<file path="config.mk">
export PLATFORM = sky130hd
export DESIGN_NAME = c3e_cell
export DESIGN_NICKNAME = d
export VERILOG_FILES = /design/src/sv/c3e_pkg.sv /design/src/sv/c3e_cell.sv
export SDC_FILE = /design/constraint.sdc
export NUM_CORES = 1
export LEC_CHECK = 0
export CORE_UTILIZATION = 44
export DETAILED_ROUTE_END_ITERATION = 6
export DONT_BUFFER_PORTS = 1
export GPL_TIMING_DRIVEN = 0
export PLACE_DENSITY = 0.71
export SYNTH_ARGS = -nofsm -noshare
export SYNTH_HDL_FRONTEND = slang
export SYNTH_SLANG_ARGS = --single-unit
</file>
<file path="constraint.sdc">
create_clock -name clock -period 15.2 [get_ports clock]
set_clock_uncertainty 0.1 [all_clocks]
set_input_delay 3.8 -clock clock [delete_from_list [all_inputs] [get_ports clock]]
set_output_delay 3.8 -clock clock [all_outputs]
set_load 0.02 [all_outputs]
</file>
<file path="src/sv/c3e_pkg.sv">
// ----------------------------------------------------------------------------
// c3e_pkg: shared types and constants of the 3x3 rgb convolution
// pixel and sum widths, register indexes, sequencer states, channel sums
// ----------------------------------------------------------------------------
package c3e_pkg;

   localparam int PIX_W  = 8;
   localparam int COEF_W = 16;
   localparam int SUM_W  = 28;   // nine taps of 8 x 16 bits, signed
   localparam int MAG_W  = 27;   // magnitude of a channel sum
   localparam int DIV_W  = 10;
   localparam int OFF_W  = 11;
   localparam int REG_W  = 48;
   localparam int TAPS   = 9;

   typedef enum logic [2:0] {
      CSR_KERNEL_TOP    = 3'd0,
      CSR_KERNEL_MIDDLE = 3'd1,
      CSR_KERNEL_BOTTOM = 3'd2,
      CSR_ANCHOR        = 3'd3,
      CSR_DIVISOR       = 3'd4,
      CSR_OFFSET        = 3'd5,
      CSR_WIDTH         = 3'd6,
      CSR_HEIGHT        = 3'd7
   } csr_index_type;

   typedef enum logic [2:0] {
      ST_IDLE,
      ST_PREP,
      ST_STORE,
      ST_TAPS,
      ST_SUM,
      ST_DIV,
      ST_OUT
   } state_type;

   typedef struct packed {
      logic signed [SUM_W-1:0] red;
      logic signed [SUM_W-1:0] green;
      logic signed [SUM_W-1:0] blue;
   } sum_type;

endpackage

</file>
<file path="src/sv/c3e_cell.sv">
// ----------------------------------------------------------------------------
// c3e_cell: one tap of the multiply-accumulate chain
// adds its coefficient times the broadcast tap to the partial sums it
// receives and registers the result, handing it to the next cell in the following cycle, not later
// ----------------------------------------------------------------------------
module c3e_cell (
   input  logic                                clock,
   input  logic                                reset,
   input  logic                                vld_in,
   input  logic [3*c3e_pkg::PIX_W-1:0]         tap_in,
   input  logic signed [c3e_pkg::COEF_W-1:0]   coef,
   input  c3e_pkg::sum_type                    partial_in,
   output logic                                vld_out,
   output c3e_pkg::sum_type                    partial_out
);

   localparam int PW = c3e_pkg::PIX_W;
   localparam int PR_W = PW + 1 + c3e_pkg::COEF_W;

   logic                    vld_ff;
   c3e_pkg::sum_type        acc_ff, acc_in;
   logic signed [PR_W-1:0]  prod_r, prod_g, prod_b;

   assign prod_r = $signed({1'b0, tap_in[PW-1:0]}) * coef;
   assign prod_g = $signed({1'b0, tap_in[2*PW-1:PW]}) * coef;
   assign prod_b = $signed({1'b0, tap_in[3*PW-1:2*PW]}) * coef;

   always_comb begin
      acc_in.red   = partial_in.red   + c3e_pkg::SUM_W'(prod_r);
      acc_in.green = partial_in.green + c3e_pkg::SUM_W'(prod_g);
      acc_in.blue  = partial_in.blue  + c3e_pkg::SUM_W'(prod_b);
   end

   always_ff @(posedge clock) begin
      if (reset) begin
         vld_ff <= 1'b0;
      end else begin
         vld_ff <= vld_in;
      end
   end

   always_ff @(posedge clock) begin
      if (vld_in) begin
         acc_ff <= acc_in;
      end
   end

   assign vld_out     = vld_ff;
   assign partial_out = acc_ff;

endmodule

</file>
==> qor_table.md, run 1 <==
| Result | Reported | Unit |
|---|---|---|
| Die X-Extent | 215 | um |
| Primary flip-flop cell chosen by synthesis mapping | sky130_fd_sc_hd__edfxtp_1 | - |
| Launch point of the critical path | coef[15] | - |
| Fraction of synthesis flops using an asynchronous set or reset pin | 0 | - |
| End point of the critical path | partial_out[82] | - |
| Number of maximum-capacitance constraint violations | 0 | - |
| Via count of the first global-routing pass | 15.3k | - |
| Critical-path maximum fanout | 10 | - |
| Setup Crit Path Kind | input pin to flip-flop | - |
| Commonest cells after routing, fill and taps aside | sky130_fd_sc_hd__inv_1 (578), sky130_fd_sc_hd__fa_1 (384), sky130_fd_sc_hd__and2_1 (219) | - |
| Net count after synthesis | 2837 | - |
| Last weighted congestion value of the routability-driven placer | 0.901 | - |
| Tightest Hold Check Type | input pin to flip-flop | - |
| DR vias | 14.1k | - |
| CP cell instances | clkbuf_1 > nand2_1 > fa_1 > inv_1 > fa_1 > inv_1 > fa_1 > inv_1 > fa_1 > inv_1 > fa_1 > inv_1 > ha_1 > nand3_1 > nor3_1 > nand3b_1 > o32ai_1 > o21ai_0 > a31oi_1 > xor2_1 | - |
| Tightest slew margin relative to the limit | 0.404 | - |
| Aggregate global-route resource usage | 0.224 | - |
| Worst EP arrival | 10.02 | ns |
| Global-route wire length before repair | 79.9 | mm |
| Synth area leaders | sky130_fd_sc_hd__fa_1 (39%), sky130_fd_sc_hd__edfxtp_1 (13%), sky130_fd_sc_hd__ha_1 (12%), sky130_fd_sc_hd__inv_1 (11%), sky130_fd_sc_hd__and2_1 (6.9%) | - |
| Pin count of the biggest net entering global routing | 86 | - |
| Number of nets in the final layout | 2848 | - |
| Max incr delay on CP | 0.79 | ns |
| Synthesis-stage register bit count | 85 | - |
| Estimated wirelength of the detail-placed design | 41.3 | mm |
| Number of instances in the synthesized netlist | 2143 | - |
| Std-Cell Core Area | 0.0444 | mm2 |
| Master cell of the clock root buffer | sky130_fd_sc_hd__clkbuf_16 | - |
| Area share of the largest cell type after synthesis | 0.386 | - |
| Die Ht | 215 | um |
| Unrepaired setup endpoints after global routing | no | - |
| Final count of pins violating max slew | 0 | - |
| Mean instance size in the synthesized netlist | 9.28 | um2 |
| DRT Wirelength | 48.5 | mm |
| Cts-stage hold buffer count | 0 | - |
| Worst-path cell with the longest stage delay | sky130_fd_sc_hd__fa_1 | - |
| Final setup viols | 0 | - |
| Number of buffers on the longest clock path | 2 | - |
| Final number of hold-violating endpoints | 0 | - |
| Post-synth EDFFs | 84 | - |
| Effective utilization at floorplan | 0.448 | - |
| Element type at the critical path start | input pin | - |
| Leftover overflow at the end of global routing | 0 | - |
| Remaining DRCs | 0 | - |
| Postcts setup bufs | 0 | - |
| Number of diodes | 0 | - |
| Area growth from synthesis to layout | 5.15 | % |
| Number of clock buffers inserted by TritonCTS | 9 | - |
| Number of design-rule violations left by the first detailed-router iteration | 798 | - |
| Synthesized area | 0.0199 | mm2 |
| Largest area contributor in the synthesized netlist | sky130_fd_sc_hd__fa_1 | - |
| Transition time at the pin with the least slew margin | 0.895 | ns |
| Final worst-path cycle share | 0.656 | - |
| Fraction of layout cells with a size suffix above 1 | 0.0153 | - |
| CTS tree | done | - |
| Highest Clock Rate | 100 | MHz |
| CP Data Required Time | 15.25 | ns |
| Number of antenna violations at the first check in global routing | 4 | - |
| Routed via count divided by cell count | 5.11 | - |
| Netlist cell types | 62 | - |
| Die Footprint | 0.0461 | mm2 |
| Quantity of gates resized following cts | 0 | - |
| Total number of H-tree levels | 3 | - |
| Total negative slack for setup checks | 0 | ns |
| Clock transition at path regs | 0.07 | ns |
| Most common cell after layout, fill and taps aside | sky130_fd_sc_hd__inv_1 | - |
| Post-route minimum period | 9.97 | ns |
| Number of warnings issued by yosys | 0 | - |
| Number of I/O pins | 212 | - |
| Outcome | completed | - |
| Row count | 77 | - |
| Detail-routed net length per standard cell | 17.6 | um |
| TritonCTS sink count | 85 | - |
| Sequential share of the synthesized area | 0.128 | - |
| Drt first pass iters | 5 | - |
| Port Buffers | 0 | - |
| Remaining antenna violation count | 0 | - |
| Type of element capturing the critical path | flip-flop | - |
per-stage QoR:
| stage | worst slack, ns | util | hold slack (ns) | area [um2] | std cells |
|---|---|---|---|---|---|
| after floorplan | 6.28 | - | 3.77 | 19900 | 2143 |
| after global placement | 5.04 | 0.465 | 3.77 | 20600 | 2735 |
| after detailed placement | 4.91 | 0.465 | 3.77 | 20600 | 2735 |
| after CTS | 5.31 | 0.471 | 3.34 | 20900 | 2751 |
| after global routing | 4.83 | 0.471 | 3.36 | 20900 | 2751 |
| final | 5.23 | 0.471 | 3.37 | 20900 | 2751 |
metal layers:
layer / vias up / wire length (um) / GRT usage
met5: - / 0 / 0
met4: 0 / 1060 / 0.0693
met3: 56 / 2900 / 0.0374
met2: 418 / 24000 / 0.384
met1: 7096 / 20600 / 0.290
li1: 6500 / - / -
layout make-up:
class,count,area (um2)
clock inverters,4,47.5
plain buffers,75,300
flip-flops and latches,85,2540
clock buffers,12,236
multi-input cells,1405,14900
fillers,4222,23500
well taps,592,741
inverters,578,2170
sequential cells by signal, indices dropped and copies added, names as in the netlist:
name / flops
partial_out: 84
vld_out: 1
cell usage after synthesis, types with 29 or more instances:
cell type,instances
sky130_fd_sc_hd__ha_1,183
sky130_fd_sc_hd__xnor2_1,53
sky130_fd_sc_hd__edfxtp_1,84
sky130_fd_sc_hd__o21ai_0,33
sky130_fd_sc_hd__clkbuf_1,66
sky130_fd_sc_hd__nand2_1,212
sky130_fd_sc_hd__a21oi_1,73
sky130_fd_sc_hd__and2_1,219
sky130_fd_sc_hd__nor2_1,29
sky130_fd_sc_hd__inv_1,578
sky130_fd_sc_hd__a21o_1,30
sky130_fd_sc_hd__fa_1,384
logic make-up (layout without fill, tap and decap cells):
group                    count (synthesis)  after routing  share of synthesized area
XOR/XNOR                                77             77                     0.0339
flip-flops                              85             85                      0.128
AND/OR/NAND/NOR                        534            534                      0.137
AO/OA/AOI/OAI                          227            227                     0.0753
buffers and inverters                  653            669                      0.124
adder cells (fa/ha/maj)                567            567                      0.502
worst max-delay path, delay by kind of cell:
kind            cells  cell delay (ns)
fa+ha+maj           6             3.06
compound gates      3             1.21
simple gates        4             0.94
buf+inv             6             0.91
xor+xnor            1             0.09
how the worst min path moves through the flow:
stage,startpoint,endpoint,slack (ns),cells after the start
3_3_place_gp,reset,vld_out,3.77,1
5_1_grt,reset,vld_out,3.36,1
2_1_floorplan,reset,vld_out,3.77,1
3_5_place_dp,reset,vld_out,3.77,1
6_report,reset,vld_out,3.37,1
4_1_cts,reset,vld_out,3.34,1
Power of run 1 is left out: the tool's default activity adds up to more than one toggle a clock period on the data nets, which glitch-free logic cannot reach.
==> run 2, diff against run 1 <==
ABC_AREA = 1   (was unset)
clock period = 9.8 ns   (was 15.2 ns; I/O delays follow)
==> qor_table.md, run 2 <==
| Result | Reported | Unit | Delta |
|---|---|---|---|
| Outcome | completed | - | unchanged |
| Aggregate global-route resource usage | 0.236 | - | was 0.224 |
| Number of nets in the final layout | 3672 | - | was 2848 |
| Total negative slack for setup checks | 0 | ns | unchanged |
| CP Data Required Time | 9.85 | ns | was 15.25 ns |
| Std-Cell Core Area | 0.0491 | mm2 | was 0.0444 mm2 |
| Post-synth EDFFs | 84 | - | unchanged |
| Synthesis-stage register bit count | 85 | - | unchanged |
| Commonest cells after routing, fill and taps aside | sky130_fd_sc_hd__inv_1 (996), sky130_fd_sc_hd__nand2_1 (867), sky130_fd_sc_hd__fa_1 (384) | - | was sky130_fd_sc_hd__inv_1 (578), sky130_fd_sc_hd__fa_1 (384), sky130_fd_sc_hd__and2_1 (219) |
| Fraction of synthesis flops using an asynchronous set or reset pin | 0 | - | unchanged |
| Netlist cell types | 28 | - | was 62 |
| Most common cell after layout, fill and taps aside | sky130_fd_sc_hd__inv_1 | - | unchanged |
| Clock transition at path regs | 0.07 | ns | about the same |
| Largest area contributor in the synthesized netlist | sky130_fd_sc_hd__fa_1 | - | unchanged |
| Number of instances in the synthesized netlist | 2967 | - | was 2143 |
| Max incr delay on CP | 0.78 | ns | was 0.79 ns |
| Global-route wire length before repair | 91.4 | mm | was 79.9 mm |
| Quantity of gates resized following cts | 0 | - | unchanged |
| Tightest slew margin relative to the limit | 0.323 | - | was 0.404 |
| Final setup slack of the worst path | 2.03 | ns | was 5.23 ns |
| Row count | 81 | - | was 77 |
| Count of non-filler cells in the finished layout | 3648 | - | was 2751 |
| Remaining DRCs | 0 | - | unchanged |
| Unrepaired setup endpoints after global routing | no | - | unchanged |
| Effective utilization at floorplan | 0.446 | - | was 0.448 |
| Number of warnings issued by yosys | 0 | - | unchanged |
| Primary flip-flop cell chosen by synthesis mapping | sky130_fd_sc_hd__edfxtp_1 | - | unchanged |
| Final count of pins violating max slew | 0 | - | unchanged |
| Final worst-path cycle share | 0.793 | - |  |
| Element type at the critical path start | input pin | - | unchanged |
| Area growth from synthesis to layout | 5.14 | % | was 5.15% |
| Number of clock buffers inserted by TritonCTS | 9 | - | unchanged |
| Fraction of layout cells with a size suffix above 1 | 0.0127 | - | was 0.0153 |
| Cts-stage hold buffer count | 0 | - | unchanged |
| CP cell instances | clkbuf_1 > nand2_1 > fa_1 > inv_1 > fa_1 > inv_1 > fa_1 > inv_1 > fa_1 > inv_1 > fa_1 > inv_1 > ha_1 > nand2_1 > nor2_1 > and3_1 > nand3_1 > nand4_1 > nand2_1 | - | was clkbuf_1 > nand2_1 > fa_1 > inv_1 > fa_1 > inv_1 > fa_1 > inv_1 > fa_1 > inv_1 > fa_1 > inv_1 > ha_1 > nand3_1 > nor3_1 > nand3b_1 > o32ai_1 > o21ai_0 > a31oi_1 > xor2_1 |
| Synth area leaders | sky130_fd_sc_hd__fa_1 (35%), sky130_fd_sc_hd__inv_1 (17%), sky130_fd_sc_hd__nand2_1 (15%), sky130_fd_sc_hd__edfxtp_1 (12%), sky130_fd_sc_hd__ha_1 (10%) | - | was sky130_fd_sc_hd__fa_1 (39%), sky130_fd_sc_hd__edfxtp_1 (13%), sky130_fd_sc_hd__ha_1 (12%), sky130_fd_sc_hd__inv_1 (11%), sky130_fd_sc_hd__and2_1 (6.9%) |
| Type of element capturing the critical path | flip-flop | - | unchanged |
| Top cells by count, synth | sky130_fd_sc_hd__inv_1 (996), sky130_fd_sc_hd__nand2_1 (867), sky130_fd_sc_hd__fa_1 (384) | - | was sky130_fd_sc_hd__inv_1 (578), sky130_fd_sc_hd__fa_1 (384), sky130_fd_sc_hd__and2_1 (219) |
| Worst-path cell with the longest stage delay | sky130_fd_sc_hd__fa_1 | - | unchanged |
| Net count after synthesis | 3661 | - | was 2837 |
| Port Buffers | 0 | - | unchanged |
| Drt first pass iters | 6 | - | was 5 |
| Number of fill cells in the layout | 4929 | - | was 4222 |
| Post-route minimum period | 7.77 | ns |  |
| Tightest Hold Check Type | input pin to flip-flop | - | unchanged |
| Buffers & Inverters on Critical Path | 6 | - | unchanged |
| Transition time at the pin with the least slew margin | 1.02 | ns | was 0.895 ns |
| DRT Wirelength | 56.0 | mm | was 48.5 mm |
| Leftover overflow at the end of global routing | 0 | - | unchanged |
| TritonCTS sink count | 85 | - | unchanged |
| Synthesized area | 0.0219 | mm2 | was 0.0199 mm2 |
| Highest Clock Rate | 129 | MHz |  |
| Postcts setup bufs | 0 | - | unchanged |
| Detail-routed net length per standard cell | 15.3 | um | was 17.6 um |
| Most repeated cell in the gate-level netlist after synthesis | sky130_fd_sc_hd__inv_1 | - | unchanged |
| Pin count of the biggest net entering global routing | 86 | - | unchanged |
| Cell type group with the largest total delay on the critical path | adder cells | - | unchanged |
| Sequential share of the synthesized area | 0.116 | - | was 0.128 |
| Estimated wirelength of the detail-placed design | 47.7 | mm | was 41.3 mm |
| Cell area after layout | 0.0230 | mm2 | was 0.0209 mm2 |
| Number of I/O pins | 212 | - | unchanged |
| Area of placed instances | 0.0227 | mm2 | was 0.0206 mm2 |
| Number of buffers on the longest clock path | 2 | - | unchanged |
| Number of design-rule violations left by the first detailed-router iteration | 1184 | - | was 798 |
| Final number of hold-violating endpoints | 0 | - | unchanged |
| Final setup viols | 0 | - | unchanged |
| Master cell of the clock root buffer | sky130_fd_sc_hd__clkbuf_16 | - | unchanged |
| Number of antenna violations at the first check in global routing | 2 | - | was 4 |
| Setup Crit Path Kind | input pin to flip-flop | - | unchanged |
| Routed via count divided by cell count | 4.72 | - | was 5.11 |
| Mean instance size in the synthesized netlist | 7.38 | um2 | was 9.28 um2 |
| Die X-Extent | 225 | um | was 215 um |
| Die Footprint | 0.0506 | mm2 | was 0.0461 mm2 |
| Total number of H-tree levels | 3 | - | unchanged |
| Last weighted congestion value of the routability-driven placer | 0.932 | - | was 0.901 |
| Remaining antenna violation count | 0 | - | unchanged |
| # placed instances | 3631 | - | was 2735 |
| DR vias | 17.2k | - | was 14.1k |
| Area share of the largest cell type after synthesis | 0.351 | - | was 0.386 |
| Critical-path maximum fanout | 10 | - | unchanged |
| Max reg flops | 84 | - | unchanged |
| Worst EP arrival | 7.82 | ns | was 10.02 ns |
| Setup slack at placement | 1.68 | ns | was 4.91 ns |
| Via count of the first global-routing pass | 17.6k | - | was 15.3k |
| CTS tree | done | - | unchanged |
| Number of maximum-capacitance constraint violations | 0 | - | unchanged |
| Die Ht | 225 | um | was 215 um |
-- run 2: cell count changes in the layout (fill, tap and decap cells not counted), sizes merged, moves of 28 or more --
cell | before | now
nand2 | 214 | 876
o21ai | 34 | 6
nand3 | 12 | 77
xnor2 | 53 | 15
inv | 579 | 998
and2 | 219 | 18
a21o | 30 | 1
nor2 | 29 | 102
-- run 2: through the flow --
step	utilization	hold WS, ns
after detailed placement	0.463	2.42
after floorplan	-	2.42
after global routing	0.469	2.00
after global placement	0.463	2.42
after CTS	0.469	1.99
final	0.469	2.01
-- run 2: final cells by class --
class / instances / area [um2] / share of cell area
antenna: 2 / 5.00 / 0.000217
clock inverter: 6 / 63.8 / 0.00277
clock buffer: 9 / 225 / 0.00979
tap: 664 / 831 / 0.0361
inverter: 997 / 3740 / 0.163
multi-input combinational: 1805 / 15300 / 0.665
sequential: 85 / 2540 / 0.110
buffer: 80 / 300 / 0.0130
-- run 2: cells by family (layout without fill, tap and decap cells) --
family,after synthesis,in the layout,share of synthesized area
compound gates,73,73,0.0181
xor+xnor,47,47,0.0188
fa+ha+maj,567,567,0.456
buf+inv,1077,1092,0.185
flops,85,85,0.116
other cells,0,2,0
simple gates,1118,1118,0.206
-- run 2: per-layer routing --
layer  up-vias  share of wire  track usage
li1       8387              -            -
met1      8119           0.42        0.304
met2       612           0.46        0.389
met3       104          0.088       0.0544
met4         2          0.030       0.0772
met5         -        0.00023            0
-- run 2: final timing paths --
kind                  from               to  slack (ns)  cells past startpoint
setup / recovery  coef[15]  partial_out[79]        2.03                     19
hold / removal       reset          vld_out        2.01                      1
Power of run 2 is left out for the same reason.
