<file path="src/sv/c3e_pkg.sv">
// ----------------------------------------------------------------------------
// c3e_pkg: shared types and constants of the 3x3 rgb convolution
// pixel and sum widths, register indexes, sequencer states, channel sums
// ----------------------------------------------------------------------------
package c3e_pkg;

   localparam int PIX_W  = 8;
   localparam int COEF_W = 16;
   localparam int SUM_W  = 28;   // nine taps of 8 x 16 bits, signed
   localparam int MAG_W  = 27;   // magnitude of a channel sum
   localparam int DIV_W  = 10;
   localparam int OFF_W  = 11;
   localparam int REG_W  = 48;
   localparam int TAPS   = 9;

   typedef enum logic [2:0] {
      CSR_KERNEL_TOP    = 3'd0,
      CSR_KERNEL_MIDDLE = 3'd1,
      CSR_KERNEL_BOTTOM = 3'd2,
      CSR_ANCHOR        = 3'd3,
      CSR_DIVISOR       = 3'd4,
      CSR_OFFSET        = 3'd5,
      CSR_WIDTH         = 3'd6,
      CSR_HEIGHT        = 3'd7
   } csr_index_type;

   typedef enum logic [2:0] {
      ST_IDLE,
      ST_PREP,
      ST_STORE,
      ST_TAPS,
      ST_SUM,
      ST_DIV,
      ST_OUT
   } state_type;

   typedef struct packed {
      logic signed [SUM_W-1:0] red;
      logic signed [SUM_W-1:0] green;
      logic signed [SUM_W-1:0] blue;
   } sum_type;

endpackage

</file>
<file path="src/sv/c3e_div.sv">
// ----------------------------------------------------------------------------
// c3e_div: signed by unsigned divider, truncating toward zero
// restoring division of the magnitude, one quotient bit per cycle
// ----------------------------------------------------------------------------
module c3e_div (
   input  logic                                clock,
   input  logic                                reset,
   input  logic                                start,
   input  logic signed [c3e_pkg::SUM_W-1:0]    dividend,
   input  logic [c3e_pkg::DIV_W-1:0]           divisor,
   output logic                                done,
   output logic signed [c3e_pkg::SUM_W-1:0]    quotient
);

   localparam int MW = c3e_pkg::MAG_W;
   localparam int DW = c3e_pkg::DIV_W;
   localparam int SW = c3e_pkg::SUM_W;
   localparam int CNT_W = $clog2(MW + 1);

   logic              busy_ff, busy_in;
   logic              done_ff, done_in;
   logic [CNT_W-1:0]  cnt_ff, cnt_in;
   logic [DW-1:0]     rem_ff, rem_in;
   logic [MW-1:0]     quo_ff, quo_in;
   logic [DW-1:0]     dvs_ff, dvs_in;
   logic              neg_ff, neg_in;
   logic [SW-1:0]     mag_full;
   logic [DW+1:0]     diff;

   assign mag_full = dividend[SW-1] ? SW'(0) - dividend : dividend;
   assign diff = {1'b0, rem_ff, quo_ff[MW-1]} - {2'b00, dvs_ff};

   always_comb begin
      busy_in = busy_ff;
      done_in = 1'b0;
      cnt_in  = cnt_ff;
      rem_in  = rem_ff;
      quo_in  = quo_ff;
      dvs_in  = dvs_ff;
      neg_in  = neg_ff;
      if (start) begin
         busy_in = 1'b1;
         cnt_in  = CNT_W'(MW);
         rem_in  = '0;
         quo_in  = mag_full[MW-1:0];
         dvs_in  = divisor;
         neg_in  = dividend[SW-1];
      end else if (busy_ff) begin
         // trial subtract of the shifted remainder
         if (!diff[DW+1]) begin
            rem_in = diff[DW-1:0];
         end else begin
            rem_in = {rem_ff[DW-2:0], quo_ff[MW-1]};
         end
         quo_in = {quo_ff[MW-2:0], !diff[DW+1]};
         cnt_in = cnt_ff - CNT_W'(1);
         if (cnt_ff == CNT_W'(1)) begin
            busy_in = 1'b0;
            done_in = 1'b1;
         end
      end
   end

   always_ff @(posedge clock) begin
      if (reset) begin
         busy_ff <= 1'b0;
         done_ff <= 1'b0;
         cnt_ff  <= '0;
      end else begin
         busy_ff <= busy_in;
         done_ff <= done_in;
         cnt_ff  <= cnt_in;
      end
   end

   always_ff @(posedge clock) begin
      rem_ff <= rem_in;
      quo_ff <= quo_in;
      dvs_ff <= dvs_in;
      neg_ff <= neg_in;
   end

   assign done = done_ff;
   assign quotient = neg_ff ? SW'(0) - {1'b0, quo_ff} : {1'b0, quo_ff};

endmodule

</file>
<file path="config.mk">
export PLATFORM = sky130hd
export DESIGN_NAME = c3e_div
export DESIGN_NICKNAME = d
export VERILOG_FILES = /design/src/sv/c3e_pkg.sv /design/src/sv/c3e_div.sv
export SDC_FILE = /design/constraint.sdc
export NUM_CORES = 1
export LEC_CHECK = 0
export ABC_AREA = 1
export BUFFER_PORTS_ARGS = -buffer_cell sky130_fd_sc_hd__buf_4
export CORE_MARGIN = 5
export CORE_UTILIZATION = 50
export DETAILED_ROUTE_END_ITERATION = 16
export MAX_ROUTING_LAYER = met4
export PLACE_DENSITY = 0.7
export SYNTH_ARGS = -nofsm -noshare
export SYNTH_HDL_FRONTEND = slang
export SYNTH_SLANG_ARGS = --single-unit
</file>
<file path="constraint.sdc">
create_clock -name clock -period 2.2 [get_ports clock]
set_input_delay 0.44 -clock clock [delete_from_list [all_inputs] [get_ports clock]]
set_output_delay 0.44 -clock clock [all_outputs]
set_load 0.005 [all_outputs]
</file>
==> results of run 1 <==
[critical path, cell delays in order, from the launching register on]
cell and delay [ns]:
edfxtp_1 0.44, inv_2 0.11, ha_4 0.15, nand3_4 0.08, nor2_4 0.11, nor2_2 0.07, nor2_4 0.19, nand2_2 0.09
nor2_2 0.12, xor2_1 0.15, buf_4 0.12
[sequential cells by signal, summed over array words and instances (netlist names)]
| name | count |
|---|---|
| quo_ff | 27 |
| dvs_ff | 10 |
| rem_ff | 10 |
| neg_ff | 1 |
| cnt_ff | 5 |
| busy_ff | 1 |
| done | 1 |
[worst paths after layout]
kind	start	end	cells past startpoint
worst max-delay path	quo_ff[1]	quotient[18]	10
worst min-delay path	divisor[1]	dvs_ff[1]	1
worst max register to register	quo_ff[26]	rem_ff[6]	11
worst min register to register	cnt_ff[4]	cnt_ff[4]	2
[what timing repair did]
item	4_1_cts	5_1_grt
gates cloned	0	0
pin swaps	14	9
buffers inserted	7	5
setup endpoints to repair	20	27
gates resized for setup	24	13
[Yosys cell counts, types with 3 or more instances]
cell	n
clkbuf_1	5
or2_2	3
clkbuf_8	4
nor3_1	3
xnor2_1	12
inv_1	61
nand4_1	9
nand3_1	43
a31oi_1	8
xor2_1	30
nor2_1	69
nand3_2	3
buf_6	5
dfxtp_1	17
o31ai_1	4
ha_1	14
nor4_1	3
nor2_2	3
edfxtp_1	38
nor2_4	3
o21ai_0	40
a21oi_1	12
nand2_1	143
o211ai_1	7
[routing by layer]
| metal | GRT usage | vias up |
|---|---|---|
| met5 | - | - |
| met4 | 0.0591 | 0 |
| met2 | 0.368 | 120 |
| met3 | 0.0311 | 16 |
| met1 | 0.255 | 1809 |
| li1 | - | 2000 |
[area by class of cell]
cell class	count	area share
Multi-Input combinational cell	421	0.469
Sequential cell	55	0.294
Clock inverter	2	0.00248
Clock buffer	6	0.0151
Tap cell	105	0.0260
Inverter	62	0.0461
Timing Repair Buffer	98	0.147
[report_power, final]
group | switching [mW] | internal (mW) | leakage, nW
logic | 0.457 | 0.408 | 1.74
clock network | 0.327 | 0.236 | 0.0446
registers | 0.0843 | 1.21 | 0.522
[metrics by stage]
stage | cells | TNS [ns] | hold slack [ns]
3_3_place_gp | 729 | 0 | 0.453
5_1_grt | 749 | -4.45 | 0.282
3_5_place_dp | 729 | -0.00876 | 0.464
6_report | 749 | -2.47 | 0.304
2_1_floorplan | 555 | 0 | 0.440
4_1_cts | 744 | -2.51 | 0.292
[kinds of logic (layout without fill, tap and decap cells)]
group           after synthesis  count (layout)  synth area share
compound gates               79              79             0.112
xor+xnor                     42              42            0.0896
fa+ha+maj                    15              15            0.0475
buf+inv                      79             168            0.0926
flops                        55              55             0.361
simple gates                285             285             0.298
[cells in the final DEF, fill, tap and decap left out, types with 2 or more instances in the layout]
master / instances
a21o_1: 2
a21oi_1: 11
a31oi_1: 8
buf_4: 96
buf_6: 2
clkbuf_8: 5
dfxtp_1: 17
edfxtp_1: 38
ha_1: 13
inv_1: 58
inv_2: 4
nand2_1: 137
nand2_2: 7
nand3_1: 40
nand3_2: 4
nand3_4: 2
nand3b_1: 2
nand4_1: 9
nor2_1: 66
nor2_2: 4
nor2_4: 5
nor3_1: 2
nor4_1: 3
o211ai_1: 7
o21ai_0: 34
o21ai_1: 5
o21ai_2: 3
o31ai_1: 3
or2_2: 3
xnor2_1: 11
xor2_1: 28
xor2_2: 2
==> impl_metrics.prom, run 1 <==
# TYPE chip_impl_metric gauge
chip_impl_metric{name="core_area",unit="sq mm"} 0.00809
chip_impl_metric{name="detailed_route_wirelength_on_metal2",unit="mm"} 5.15
chip_impl_metric{name="pre_cts_ws",unit="ns"} -0.00876
chip_impl_metric{name="cts_max_path_bufs",unit=""} 2
chip_impl_metric{name="detailedRoute.firstPassIterationCount",unit=""} 4
chip_impl_metric{name="number_of_register_bits_inferred_by_synthesis",unit=""} 55
chip_impl_metric{name="start_util",unit=""} 0.507
chip_impl_metric{name="dpl_cell_area",unit="sq mm"} 0.00474
chip_impl_metric{name="grt_first_pass_wirelength",unit="mm"} 17.2
chip_impl_metric{name="drt_first_iter_violations",unit=""} 174
chip_impl_info{name="rsz0062_at_grt",value="true"} 1
chip_impl_metric{name="via_count_of_the_first_global_routing_pass",unit=""} 3891
chip_impl_metric{name="synth_warnings",unit=""} 0
chip_impl_info{name="tritoncts",value="done"} 1
chip_impl_metric{name="cap_viol_max_count",unit=""} 0
chip_impl_metric{name="mappedNetlistNets",unit=""} 611
chip_impl_metric{name="final_min_period_over_clock_period",unit=""} 1.09
chip_impl_metric{name="worst_ep_required_time",unit="ns"} 1.76
chip_impl_metric{name="drive_gt1_frac",unit=""} 0.225
chip_impl_metric{name="vdd_drop_max",unit="uV"} 265
chip_impl_info{name="status",value="finished with violations"} 1
chip_impl_info{name="hold_class",value="in2reg"} 1
chip_impl_metric{name="timing_worst_slew_pin_value",unit="ns"} 0.370
chip_impl_metric{name="clk_latency",unit="ns"} 0.31
chip_impl_metric{name="avgRoutedWirePerCell",unit="um"} 13.5
chip_impl_metric{name="post_route_cell_area",unit="sq mm"} 0.00504
chip_impl_info{name="dominantRegCellSynth",value="edfxtp_1"} 1
chip_impl_info{name="top_layer",value="met4"} 1
chip_impl_metric{name="chipHeight",unit="um"} 101
chip_impl_metric{name="gpl.final_weighted_congestion",unit=""} 0.929
chip_impl_info{name="startpoint_type",value="flop"} 1
chip_impl_metric{name="setup-violations-final",unit=""} 20
chip_impl_metric{name="chipWidth",unit="um"} 101
chip_impl_metric{name="detail_route.vias_per_cell",unit=""} 5.27
chip_impl_metric{name="fin_skew",unit="ns"} 0.00956
chip_impl_metric{name="synth-edff-count",unit=""} 38
chip_impl_metric{name="routed_wirelength",unit="mm"} 10.1
chip_impl_metric{name="headroom_to_the_max_slew_limit",unit=""} 0.753
chip_impl_metric{name="regArea",unit="sq mm"} 0.00148
chip_impl_info{name="violations_in_the_final_reports",value="setup timing"} 1
chip_impl_metric{name="power_leakage",unit="nW"} 2.31
chip_impl_metric{name="areaGrowthSynthToFinish",unit="%"} 22.8
chip_impl_metric{name="clkSinkCount",unit=""} 55
chip_impl_metric{name="synth_top_area_share",unit=""} 0.278
chip_impl_metric{name="fin_total_pwr",unit="mW"} 2.73
chip_impl_metric{name="final_critical_path_required_period",unit="ns"} 2.39
chip_impl_metric{name="async_set_or_reset_register_ratio_after_synthesis",unit=""} 0
chip_impl_metric{name="cts_buffers",unit=""} 5
chip_impl_metric{name="cts.clk_slew.worst_paths",unit="ns"} 0.10
chip_impl_metric{name="final_max_slew_viol_count",unit=""} 0
chip_impl_metric{name="largest_net_degree_at_the_start_of_global_routing",unit=""} 35
chip_impl_metric{name="netlist_area",unit="sq mm"} 0.00411
chip_impl_metric{name="overflow",unit=""} 0
chip_impl_metric{name="initial_antenna_violation_count",unit=""} 0
chip_impl_metric{name="num_rows",unit=""} 33
chip_impl_metric{name="met3_wirelength",unit="um"} 528
chip_impl_metric{name="maxClockFrequency",unit="MHz"} 419
chip_impl_metric{name="io_buffer_count",unit=""} 69
chip_impl_metric{name="global_route.usage.total",unit=""} 0.212
chip_impl_metric{name="worst_path_setup_slack_after_routing",unit="ns"} -0.189
chip_impl_metric{name="diodes",unit=""} 0
chip_impl_metric{name="fin_util",unit=""} 0.623
chip_impl_metric{name="final_antenna_net_count",unit=""} 0
chip_impl_info{name="ctsRootBufferMaster",value="clkbuf_8"} 1
chip_impl_metric{name="ctsHoldBuffers",unit=""} 0
chip_impl_info{name="yosys.area.top_type",value="edfxtp_1"} 1
chip_impl_metric{name="worst-endpoint-arrival",unit="ns"} 1.95
chip_impl_metric{name="drc_errors",unit=""} 0
chip_impl_metric{name="wl_met1",unit="mm"} 4.27
chip_impl_info{name="synth_area_leaders",value="edfxtp_1, nand2_1, dfxtp_1, xor2_1, nor2_1"} 1
chip_impl_info{name="endpoint_kind",value="output pin"} 1
chip_impl_metric{name="io_pins",unit=""} 70
chip_impl_metric{name="detailroute.via_count",unit=""} 3945
chip_impl_metric{name="finalNetCount",unit=""} 699
chip_impl_metric{name="count_of_cell_types_in_the_netlist",unit=""} 36
chip_impl_metric{name="crit_fanout",unit=""} 6
chip_impl_metric{name="syn-mean-instance-area",unit="sq um"} 7.40
chip_impl_metric{name="reg2reg_slack",unit="ns"} 0.23
chip_impl_metric{name="post-dp-hpwl",unit="mm"} 7.63
chip_impl_info{name="worst-setup-path-type",value="reg2out"} 1
chip_impl_metric{name="floorplan.die_area",unit="sq mm"} 0.0101
chip_impl_metric{name="cts_htree_levels",unit=""} 2
chip_impl_metric{name="synth.yosys.seq_area_share",unit=""} 0.361
chip_impl_metric{name="area_of_the_multi_input_gates",unit="sq mm"} 0.00237
chip_impl_metric{name="fillCellCount",unit=""} 774
chip_impl_metric{name="final_hold_viol_count",unit=""} 0
chip_impl_metric{name="cell_count_after_synthesis",unit=""} 555
chip_impl_metric{name="cellPowerDensity",unit="mW/mm^2"} 541
Power figures use the tool's default switching activity.
==> run 2: changes to the inputs <==
--- a/config.mk
+++ b/config.mk
@@ -12,6 +12,7 @@
 export DETAILED_ROUTE_END_ITERATION = 16
 export MAX_ROUTING_LAYER = met4
 export PLACE_DENSITY = 0.7
+export REMOVE_ABC_BUFFERS = 1
 export SYNTH_ARGS = -nofsm -noshare
 export SYNTH_HDL_FRONTEND = slang
 export SYNTH_SLANG_ARGS = --single-unit
==> impl_metrics.prom, run 2 (synthesis gave the netlist of run 1 again) <==
# TYPE chip_impl_metric gauge
chip_impl_metric{name="overflow",unit=""} 0
chip_impl_metric{name="drt_first_iter_violations",unit=""} 249
chip_impl_metric{name="worst_ep_required_time",unit="ns"} 1.76
chip_impl_info{name="most-common-layout-cells",value="nand2_1, buf_4, nor2_1"} 1
chip_impl_metric{name="gpl.final_weighted_congestion",unit=""} 0.960
chip_impl_metric{name="finalNetCount",unit=""} 700
chip_impl_metric{name="fin_util",unit=""} 0.638
chip_impl_metric{name="core_area",unit="sq mm"} 0.00809
chip_impl_info{name="final_common_cell",value="nand2_1"} 1
chip_impl_metric{name="chipWidth",unit="um"} 101
chip_impl_metric{name="headroom_to_the_max_slew_limit",unit=""} 0.425
chip_impl_info{name="worst-setup-path-type",value="reg2out"} 1
chip_impl_metric{name="detail_route.vias_per_cell",unit=""} 5.28
chip_impl_info{name="largest_register",value="quo_ff"} 1
chip_impl_metric{name="io_buffer_count",unit=""} 69
chip_impl_metric{name="largest_net_degree_at_the_start_of_global_routing",unit=""} 35
chip_impl_metric{name="global_route.usage.total",unit=""} 0.225
chip_impl_metric{name="final_antenna_net_count",unit=""} 0
chip_impl_info{name="startpoint_type",value="flop"} 1
chip_impl_metric{name="crit_path_max_incr_delay",unit="ns"} 0.45
chip_impl_metric{name="initial_antenna_violation_count",unit=""} 0
chip_impl_metric{name="final_critical_path_required_period",unit="ns"} 2.43
chip_impl_metric{name="drc_errors",unit=""} 0
chip_impl_metric{name="maxClockFrequency",unit="MHz"} 411
chip_impl_info{name="worstPathCellList",value="nor2_1 -> nand3_1 -> nor2_4 -> nor2_4 -> nor2_4 -> nand2_2 -> buf_4 -> xor2_1 -> buf_4"} 1
chip_impl_metric{name="fin_tns_setup",unit="ns"} -2.92
chip_impl_info{name="crit_path_frequent_cell",value="nor2_4"} 1
chip_impl_metric{name="final_max_slew_viol_count",unit=""} 0
chip_impl_metric{name="routed_wirelength",unit="mm"} 10.8
chip_impl_info{name="critical-path-slowest-cell",value="edfxtp_1"} 1
chip_impl_metric{name="cts_max_path_bufs",unit=""} 2
chip_impl_metric{name="cts_buffers",unit=""} 5
chip_impl_metric{name="clkSinkCount",unit=""} 55
chip_impl_metric{name="post-dp-hpwl",unit="mm"} 8.04
chip_impl_info{name="tritoncts",value="done"} 1
chip_impl_metric{name="drive_gt1_frac",unit=""} 0.240
chip_impl_metric{name="chipHeight",unit="um"} 101
chip_impl_metric{name="timing_worst_slew_pin_value",unit="ns"} 0.860
chip_impl_info{name="status",value="finished with violations"} 1
chip_impl_info{name="hold_class",value="in2reg"} 1
chip_impl_metric{name="num_rows",unit=""} 33
chip_impl_metric{name="final_hold_viol_count",unit=""} 0
chip_impl_metric{name="detailedRoute.firstPassIterationCount",unit=""} 5
chip_impl_info{name="critical_path.top_delay_family",value="simple AND/OR/NAND/NOR gates"} 1
chip_impl_metric{name="fillCellCount",unit=""} 732
chip_impl_metric{name="avgRoutedWirePerCell",unit="um"} 14.4
chip_impl_metric{name="setup-violations-final",unit=""} 19
chip_impl_metric{name="vdd_drop_max",unit="uV"} 279
chip_impl_metric{name="post_route_cell_area",unit="sq mm"} 0.00516
chip_impl_metric{name="cts.clk_slew.worst_paths",unit="ns"} 0.10
chip_impl_metric{name="detailroute.via_count",unit=""} 3960
chip_impl_metric{name="fin_total_pwr",unit="mW"} 2.92
chip_impl_info{name="rsz0062_at_grt",value="true"} 1
chip_impl_info{name="crit_path_start",value="quo_ff[7]"} 1
chip_impl_info{name="violations_in_the_final_reports",value="setup timing"} 1
chip_impl_metric{name="floorplan.die_area",unit="sq mm"} 0.0101
chip_impl_metric{name="cp.depth",unit=""} 9
chip_impl_metric{name="crit_fanout",unit=""} 6
chip_impl_info{name="r2r-start",value="quo_ff[26]"} 1
chip_impl_metric{name="worst-endpoint-arrival",unit="ns"} 1.99
chip_impl_metric{name="grt_first_pass_wirelength",unit="mm"} 18.0
chip_impl_metric{name="cts_htree_levels",unit=""} 2
chip_impl_metric{name="via_count_of_the_first_global_routing_pass",unit=""} 3979
chip_impl_metric{name="cap_viol_max_count",unit=""} 0
chip_impl_metric{name="clk_latency",unit="ns"} 0.31
chip_impl_metric{name="reg2reg_slack",unit="ns"} 0.28
chip_impl_info{name="timing.rr.end",value="rem_ff[6]"} 1
chip_impl_metric{name="final_min_period_over_clock_period",unit=""} 1.11
chip_impl_metric{name="fin_hold_ws",unit="ns"} 0.297
chip_impl_metric{name="max_ffs_per_register",unit=""} 27
chip_impl_metric{name="dpl_cell_area",unit="sq mm"} 0.00473
chip_impl_info{name="ctsRootBufferMaster",value="clkbuf_8"} 1
chip_impl_metric{name="cellPowerDensity",unit="mW/mm^2"} 565
chip_impl_metric{name="critical_path.n_buffers_inverters",unit=""} 2
chip_impl_metric{name="diodes",unit=""} 0
chip_impl_metric{name="start_util",unit=""} 0.507
chip_impl_metric{name="areaGrowthSynthToFinish",unit="%"} 25.7
chip_impl_info{name="endpoint_kind",value="output pin"} 1
chip_impl_metric{name="worst-r2r-cell-count",unit=""} 11
chip_impl_info{name="timing.critical_path.to",value="quotient[16]"} 1
chip_impl_metric{name="power_leakage",unit="nW"} 2.35
chip_impl_metric{name="worst_path_setup_slack_after_routing",unit="ns"} -0.232
chip_impl_info{name="biggestRegsByFlops",value="quo_ff: 27 flops, dvs_ff: 10 flops, rem_ff: 10 flops"} 1
chip_impl_metric{name="io_pins",unit=""} 70
chip_impl_metric{name="fin_skew",unit="ns"} 0.00743
## run 2: changes by cell type in the layout (fill, tap and decap cells not counted), moves of 2 or more
cell / previous run / this run
clkbuf_16: 0 / 2
nand3_2: 4 / 6
nor2_1: 66 / 64
o21ai_1: 5 / 2
o21ai_2: 3 / 5
## run 2: worst register-to-register path: stages (launching register included)
cell	delay, ns
edfxtp_1	0.40
inv_1	0.11
ha_1	0.20
inv_1	0.08
fa_1	0.40
nand3_1	0.12
a21oi_1	0.11
nor2_1	0.13
or2_2	0.12
nand3_1	0.06
nand2_1	0.07
nand2_1	0.04
## run 2: repair_timing
| action | in CTS | in global routing |
|---|---|---|
| pin swaps | 11 | 9 |
| setup buffers | 10 | 5 |
| gates resized for setup | 29 | 19 |
| hold buffers | 0 | 0 |
| endpoints found under the setup margin | 20 | 22 |
## run 2: per-stage QoR
step	worst slack (ns)	instances
after floorplan	0.265	538
after global placement	0.0418	727
after detailed placement	-0.000554	727
after CTS	-0.205	745
after global routing	-0.390	750
final	-0.232	750
## run 2: how the worst min path moves through the flow
stage | start | to | slack, ns | cells after the start
after floorplan | rem_ff[9] | rem_ff[9] | 0.44 | 2
after global placement | rem_ff[9] | rem_ff[9] | 0.45 | 2
after detailed placement | cnt_ff[4] | cnt_ff[4] | 0.46 | 2
after CTS | divisor[9] | dvs_ff[9] | 0.29 | 1
after global routing | divisor[5] | dvs_ff[5] | 0.27 | 1
final | divisor[9] | dvs_ff[9] | 0.30 | 1
## run 2: cell type report
cell class                      count  area (sq um)  share of cell area
Clock inverter                      1          6.26             0.00121
Inverter                           62           233              0.0451
Sequential cell                    55          1480               0.287
Tap cell                          105           131              0.0254
Multi-Input combinational cell    421          2430               0.470
Clock buffer                        7           119              0.0230
Timing Repair Buffer               99           767               0.149
## run 2: routing by layer
metal | vias to the layer above | track usage | wire [um]
met5 | - | - | 0
met3 | 23 | 0.0339 | 481
met4 | 0 | 0.0746 | 226
li1 | 1998 | - | -
met1 | 1827 | 0.275 | 4630
met2 | 112 | 0.381 | 5460
## run 2: report_power, final
part           total [mW]  internal [mW]  switching [mW]
clock network       0.708          0.364           0.344
registers            1.30           1.21          0.0859
logic               0.907          0.423           0.483
total                2.92           2.00           0.913
